===== src/rtl/core/mst_pkg.sv =====
// Shared constants and types for the multi-slot timer bank.
// No dependencies; imported by every module of the timer.
`default_nettype none

package mst_pkg;

	localparam int SLOTS      = 8;
	localparam int USED_W     = $clog2(SLOTS + 1);
	localparam int MASK_W     = (SLOTS > 8) ? SLOTS : 8;
	localparam int DELAY_W    = 32;
	localparam int IDX_OUT_W  = 3;

	localparam logic KIND_TICK = 1'b0;
	localparam logic KIND_ADD  = 1'b1;

	localparam logic [DELAY_W-1:0] CNT_MAX = {DELAY_W{1'b1}};

	typedef struct packed {
		logic               tick;
		logic               add;
		logic [DELAY_W-1:0] delay;
		logic               repeat_req;
	} cell_cmd_t;

endpackage

`default_nettype wire


===== src/rtl/core/multi_slot_software_timer.sv =====
// Top level of the multi-slot timer: a chain of mst_cell slots and the result register.
// Depends on mst_pkg and mst_cell.
//
// Usage:
//   An item is transferred at a rising edge with start high and busy low. busy is
//   always low: one item may follow another in every cycle.
//   kind = tick advances every armed slot; kind = add claims the next unused slot
//   (slot 0 first) with delay_ticks and repeat_req. Slots are never reused.
//   Each item gives one result, shown for exactly one cycle with done high, in the
//   cycle after the transfer (throughput 1 item per cycle). The slot
//   counters and compares work in parallel, one per cell; the free-slot claim
//   ripples along the cell chain in the same cycle.
//   fired_mask and active_mask carry slots 0 to 7; slot_assigned is the low three
//   bits of the slot index; a rejected add gives add_accepted and slot_assigned 0.
//   The receiver cannot stall: a result not taken in its cycle is gone.
//   Reset disarms and frees all slots and drops done; delays are left as they were.
`default_nettype none

module multi_slot_software_timer (
	input  wire                              clk,
	input  wire                              arst_n,
	input  wire                              start,
	output logic                             busy,
	input  wire                              kind,
	input  wire  [mst_pkg::DELAY_W-1:0]      delay_ticks,
	input  wire                              repeat_req,
	output logic                             done,
	output logic [7:0]                       fired_mask,
	output logic                             add_accepted,
	output logic [mst_pkg::IDX_OUT_W-1:0]    slot_assigned,
	output logic [7:0]                       active_mask
);
	import mst_pkg::*;

	cell_cmd_t          cmd;
	logic               xfer;
	logic [SLOTS:0]     claim;
	logic [SLOTS-1:0]   fired_vec;
	logic [SLOTS-1:0]   armed_vec;
	logic [MASK_W-1:0]  fired_ext;
	logic [MASK_W-1:0]  armed_ext;
	logic               full;
	logic               add_ok;
	logic [USED_W-1:0]  slots_used_q;

	logic               done_q;
	logic [7:0]         fired_mask_q;
	logic               add_accepted_q;
	logic [IDX_OUT_W-1:0] slot_assigned_q;

	assign busy = 1'b0;
	assign xfer = start & ~busy;

	assign cmd.tick       = xfer & (kind == KIND_TICK);
	assign cmd.add        = xfer & (kind == KIND_ADD);
	assign cmd.delay      = delay_ticks;
	assign cmd.repeat_req = repeat_req;

	assign claim[0] = 1'b1;

	for (genvar i = 0; i < SLOTS; i++) begin : g_cell
		mst_cell u_cell (
			.clk       (clk),
			.arst_n    (arst_n),
			.cmd       (cmd),
			.claim_in  (claim[i]),
			.claim_out (claim[i+1]),
			.fired     (fired_vec[i]),
			.armed     (armed_vec[i])
		);
	end

	assign full      = claim[SLOTS];
	assign add_ok    = cmd.add & ~full;
	assign fired_ext = MASK_W'(fired_vec);
	assign armed_ext = MASK_W'(armed_vec);

	always_ff @(posedge clk or negedge arst_n) begin
		if (!arst_n) begin
			slots_used_q <= '0;
			done_q       <= 1'b0;
		end else begin
			done_q <= xfer;
			if (add_ok) begin
				slots_used_q <= slots_used_q + USED_W'(1);
			end
		end
	end

	always_ff @(posedge clk) begin
		fired_mask_q    <= fired_ext[7:0];
		add_accepted_q  <= add_ok;
		slot_assigned_q <= add_ok ? IDX_OUT_W'(slots_used_q) : '0;
	end

	assign done          = done_q;
	assign fired_mask    = fired_mask_q;
	assign add_accepted  = add_accepted_q;
	assign slot_assigned = slot_assigned_q;
	assign active_mask   = armed_ext[7:0];

endmodule

`default_nettype wire


===== src/rtl/core/mst_cell.sv =====
// One timer slot: delay, saturating counter, repeat flag, armed and used flags.
// Passes the free-slot claim to its right-hand neighbour. Depends on mst_pkg.
`default_nettype none

module mst_cell (
	input  wire                     clk,
	input  wire                     arst_n,
	input  wire mst_pkg::cell_cmd_t cmd,
	input  wire                     claim_in,
	output logic                    claim_out,
	output logic                    fired,
	output logic                    armed
);
	import mst_pkg::*;

	logic [DELAY_W-1:0] delay_q;
	logic [DELAY_W-1:0] counter_q;
	logic               repeat_q;
	logic               armed_q;
	logic               used_q;

	logic               take;
	logic [DELAY_W-1:0] cnt_inc;
	logic               hit;

	assign take      = cmd.add & claim_in & ~used_q;
	assign cnt_inc   = (counter_q == CNT_MAX) ? counter_q : counter_q + DELAY_W'(1);
	assign hit       = cmd.tick & armed_q & (cnt_inc >= delay_q);
	assign claim_out = claim_in & used_q;
	assign fired     = hit;
	assign armed     = armed_q;

	always_ff @(posedge clk) begin
		if (take) begin
			delay_q <= cmd.delay;
		end
	end

	always_ff @(posedge clk or negedge arst_n) begin
		if (!arst_n) begin
			counter_q <= '0;
			repeat_q  <= 1'b0;
			armed_q   <= 1'b0;
			used_q    <= 1'b0;
		end else if (take) begin
			counter_q <= '0;
			repeat_q  <= cmd.repeat_req;
			armed_q   <= 1'b1;
			used_q    <= 1'b1;
		end else if (cmd.tick && armed_q) begin
			counter_q <= hit ? '0 : cnt_inc;
			if (hit && !repeat_q) begin
				armed_q <= 1'b0;
			end
		end
	end

endmodule

`default_nettype wire


===== config.mk =====
export PLATFORM = sky130hd
export DESIGN_NAME = multi_slot_software_timer
export DESIGN_NICKNAME = d
export VERILOG_FILES = /design/src/rtl/core/mst_pkg.sv /design/src/rtl/core/multi_slot_software_timer.sv /design/src/rtl/core/mst_cell.sv
export SDC_FILE = /design/constraint.sdc
export NUM_CORES = 1
export LEC_CHECK = 0
export BUFFER_PORTS_ARGS = -buffer_cell sky130_fd_sc_hd__buf_2
export CAP_MARGIN = 20
export CORE_ASPECT_RATIO = 0.6
export CORE_UTILIZATION = 35
export DETAILED_ROUTE_END_ITERATION = 10
export PLACE_DENSITY = 0.55
export SKIP_CTS_REPAIR_TIMING = 1
export SLEW_MARGIN = 20
export SYNTH_ARGS = -nofsm -noshare
export SYNTH_HDL_FRONTEND = slang
export SYNTH_HIERARCHICAL = 1
export SYNTH_SLANG_ARGS = --single-unit

===== constraint.sdc =====
create_clock -name clk -period 3.8 [get_ports clk]
set_clock_uncertainty 0.1 [all_clocks]
set_input_delay 0.57 -clock clk [delete_from_list [all_inputs] [get_ports clk]]
set_output_delay 0.57 -clock clk [all_outputs]
set_load 0.01 [all_outputs]

==> results by group <==
Timing
  – Final setup viols: roughly 190
  – Fin. max-slew vios: 0
  – Rel. slew slack: 0.269
  – FMAX: about 240 MHz
  – Worst slew pin tran: 1090 ps
  – Final WS setup: -311 ps
  – Period utilisation layout: 1.08
  – Final Hold Viols: 0
  – Final hold slack: 180 ps
  – RSZ-0062 raised after global routing: yes
  – Clock period minus worst slack: just over 4000 ps

Worst setup path
  – Crit path DAT: about 4600 ps
  – Setup crit start kind: register
  – Worst Path Required: approximately 4300 ps
  – CP endpoint kind: register
  – Worst r2r path cells: 17
  – CP peak stage delay: between 400 and 500 ps
  – Most used cell, CP: nand4_1
  – Worst Path Max Fanout: 6
  – Top Family by Delay on Critical Path: simple AND/OR/NAND/NOR gates
  – CP max stage cell: nor4_2
  – Reg-to-reg startpoint: g_cell[5].u_cell/counter_q[21]$_DFFE_PN0P_
  – Critical path class: reg2reg
  – Reg2reg end: g_cell[5].u_cell/counter_q[9]$_DFFE_PN0P_
  – Worst reg-to-reg setup slack: -310 ps
  – Worst-path cell chain: nand3_2 -> nor4_4 -> nand4_1 -> nand4_1 -> buf_4 -> nor2_1 -> xor2_1 -> ha_1 -> nand4_1 -> nor4_2 -> nand2_1 -> a31oi_4 -> nor4_4 -> buf_6 -> buf_6 -> clkbuf_16 -> a221o_1
  – Worst Path Buf+Inv: 4

Clock network
  – Insertion delay to the later sink of the worst-skew pair: between 600 and 700 ps
  – Clock-pin slew on the worst setup and hold paths: roughly 70 ps
  – TritonCTS clock tree: yes
  – Root Driver: clkbuf_16
  – CTS Buf Count: 58
  – Clk sinks: 552
  – CTS Buffer Depth: 3
  – CTS H-Tree Depth: 2

Final layout
  – Nets@finish: between 4000 and 5000
  – Filler Cell Count: roughly 8000
  – Seq. cell area: around 0.015 sq mm
  – Multi-input logic area: roughly 0.019 sq mm
  – Area grow syn2layout: 41.5%
  – Layout cells sized above 1: 0.375

Global routing
  – Vias in the first global route: approximately 25000
  – Gr ovfl total: 0
  – First-pass GRT wire length: approximately 160000 um
  – Antenna violations before repair: 22
  – GRT Util Overall: 0.219
  – Largest net degree at the start of global routing: 76

Pwr
  – Cell leakage power: around 21 nW
  – Peak supply drop: 0.000332 V
  – Power, Total: between 15 and 20 mW
  – P per Cell Area: 358 mW/mm^2

Min path
  – Hold Crit Depth: 3
  – Beginning of the worst hold path: kind
  – Hold Path End: slots_used_q[2]$_DFFE_PN0P_
  – Hold Path Class: in2reg

Synth
  – Cell taking the most area after synthesis: edfxtp_1
  – Syn avg cell area: slightly above 10 sq um
  – Post-synthesis register bit count: about 550
  – Synth Warn #: 6
  – Post-synthesis sequential area ratio: 0.464
  – Post-synthesis cell count: 3207
  – Async SR Flop Fraction: 0.514
  – Top cells by count, synth: nand2_1, inv_1, dfrtp_1
  – Most instantiated library cell after synthesis: nand2_1
  – Ys flop type: dfrtp_1
  – Top cells by area, synth: edfxtp_1, dfrtp_1, ha_1, nand2_1, inv_1
  – Post-synth EDFFs: 256
  – Share of the synthesized area in the top cell type: 0.237
  – Post-Syn Area: between 0.03 and 0.04 sq mm
  – Netlist cell types: 54

Die
  – Top Ports: 59
  – Row count: 85
  – Die Wd: 395 um
  – Die area: 0.0938 sq mm
  – Die Y: roughly 240 um
  – Core area: just over 0.09 sq mm
  – Initial core utilization: 0.357

Route
  – Final WL: 111000 um
  – Remaining antenna violation count after routing: 0
  – Via-per-instance ratio: approximately 5.3
  – First-pass detailed-route iteration total: 7
  – Starting DRT DRC Count: about 2700
  – Avg WL per Cell: 20.8 um
  – DRC: 0
  – Vias: ~28000

Status
  – Failing checks: negative setup slack
  – Status: complete, but fails checks

Placement
  – RePlAce Congestion: between 0.9 and 1
  – DPL Wire Length: around 74000 um
  – Port bufs: between 50 and 60

Run
  – MaxCap Viol Count: 0
## through the flow
stage | setup WS, ps | cell area, sq um | util | instances | setup TNS (ps)
global route | -464 | 45800 | 0.506 | 5324 | -52700
detailed placement | -464 | 38900 | 0.430 | 5044 | -60100
finish | -311 | 45800 | 0.506 | 5326 | -20400
CTS | -483 | 41000 | 0.452 | 5154 | -70470
global placement | -518 | 38900 | 0.430 | 5044 | -55380
floorplan | 38.4 | 32400 | - | 3208 | 0
## kinds of logic after synthesis
family                   after synthesis  synth area share
AND/OR/NAND/NOR                     1159             0.197
AO/OA/AOI/OAI                        584             0.116
flip-flops                           552             0.464
buffers and inverters                394            0.0476
adder cells (fa/ha/maj)              265             0.102
XOR/XNOR                             210            0.0587
multiplexers                          41            0.0135
other                                  2          0.000232
## power by group
group / total, mW / internal, mW / switching (mW)
Combinational: 3.37 / 1.51 / 1.86
Sequential: 6.74 / 6.57 / 0.171
Clock: 6.31 / 3.67 / 2.65
## worst min-delay path, delay by kind of cell
kind                   cells  cell delay (ps)
buffers and inverters      1              130
XOR/XNOR                   1               70
AND/OR/NAND/NOR            1              110
## cell usage in the layout, fill, tap and decap left out, types with 68 or more instances in the layout
cell type	netlist	layout
nor2_1	192	142
dfrtp_1	284	274
xnor2_1	105	90
xor2_1	97	82
a21oi_1	200	121
clkbuf_16	0	68
ha_1	265	243
nand3_1	144	103
a22o_1	88	88
nand2_1	312	285
edfxtp_1	256	256
buf_6	1	115
inv_1	288	288
nand4_1	112	112
buf_4	1	679
a21oi_2	0	74
## layer usage
layer,wire (um),part of all wire,vias up,GRT usage
met5,0,0,-,0
met4,2170,0.020,0,0.0451
met3,9600,0.087,126,0.0496
met2,43500,0.39,969,0.285
met1,55700,0.50,13759,0.355
li1,-,-,13331,-
## how the worst max path moves through the flow
| stage | startpoint | end | slack, ps | depth (start not counted) |
|---|---|---|---|---|
| floorplan | g_cell[0].u_cell/used_q$_DFFE_PN0P_ | g_cell[6].u_cell/counter_q[28]$_DFFE_PN0P_ | 40 | 14 |
| global placement | g_cell[2].u_cell/counter_q[0]$_DFFE_PN0P_ | g_cell[2].u_cell/counter_q[2]$_DFFE_PN0P_ | -520 | 17 |
| detailed placement | g_cell[2].u_cell/counter_q[0]$_DFFE_PN0P_ | g_cell[2].u_cell/counter_q[2]$_DFFE_PN0P_ | -460 | 17 |
| CTS | g_cell[2].u_cell/counter_q[0]$_DFFE_PN0P_ | g_cell[2].u_cell/counter_q[2]$_DFFE_PN0P_ | -480 | 17 |
| global route | g_cell[5].u_cell/counter_q[21]$_DFFE_PN0P_ | g_cell[5].u_cell/counter_q[9]$_DFFE_PN0P_ | -460 | 17 |
| finish | g_cell[5].u_cell/counter_q[21]$_DFFE_PN0P_ | g_cell[5].u_cell/counter_q[9]$_DFFE_PN0P_ | -310 | 17 |
## state kept, by name, summed over array words and instances (netlist names)
signal / count
g_cell.u_cell/repeat_q: 8
g_cell.u_cell/delay_q: 256
fired_mask: 8
slots_used_q: 3
g_cell.u_cell/armed: 8
done: 1
add_accepted: 1
g_cell.u_cell/used_q: 8
slot_assigned: 3
g_cell.u_cell/counter_q: 256
## final cells by class
type,instances,area share
antenna,4,0.000218
clock buffer,69,0.0330
clock inverter,41,0.0117
inverter,288,0.0236
multi-input combinational,2262,0.407
sequential,552,0.328
tap,1218,0.0333
timing repair buffer,892,0.163
Power figures use the tool's default switching activity.
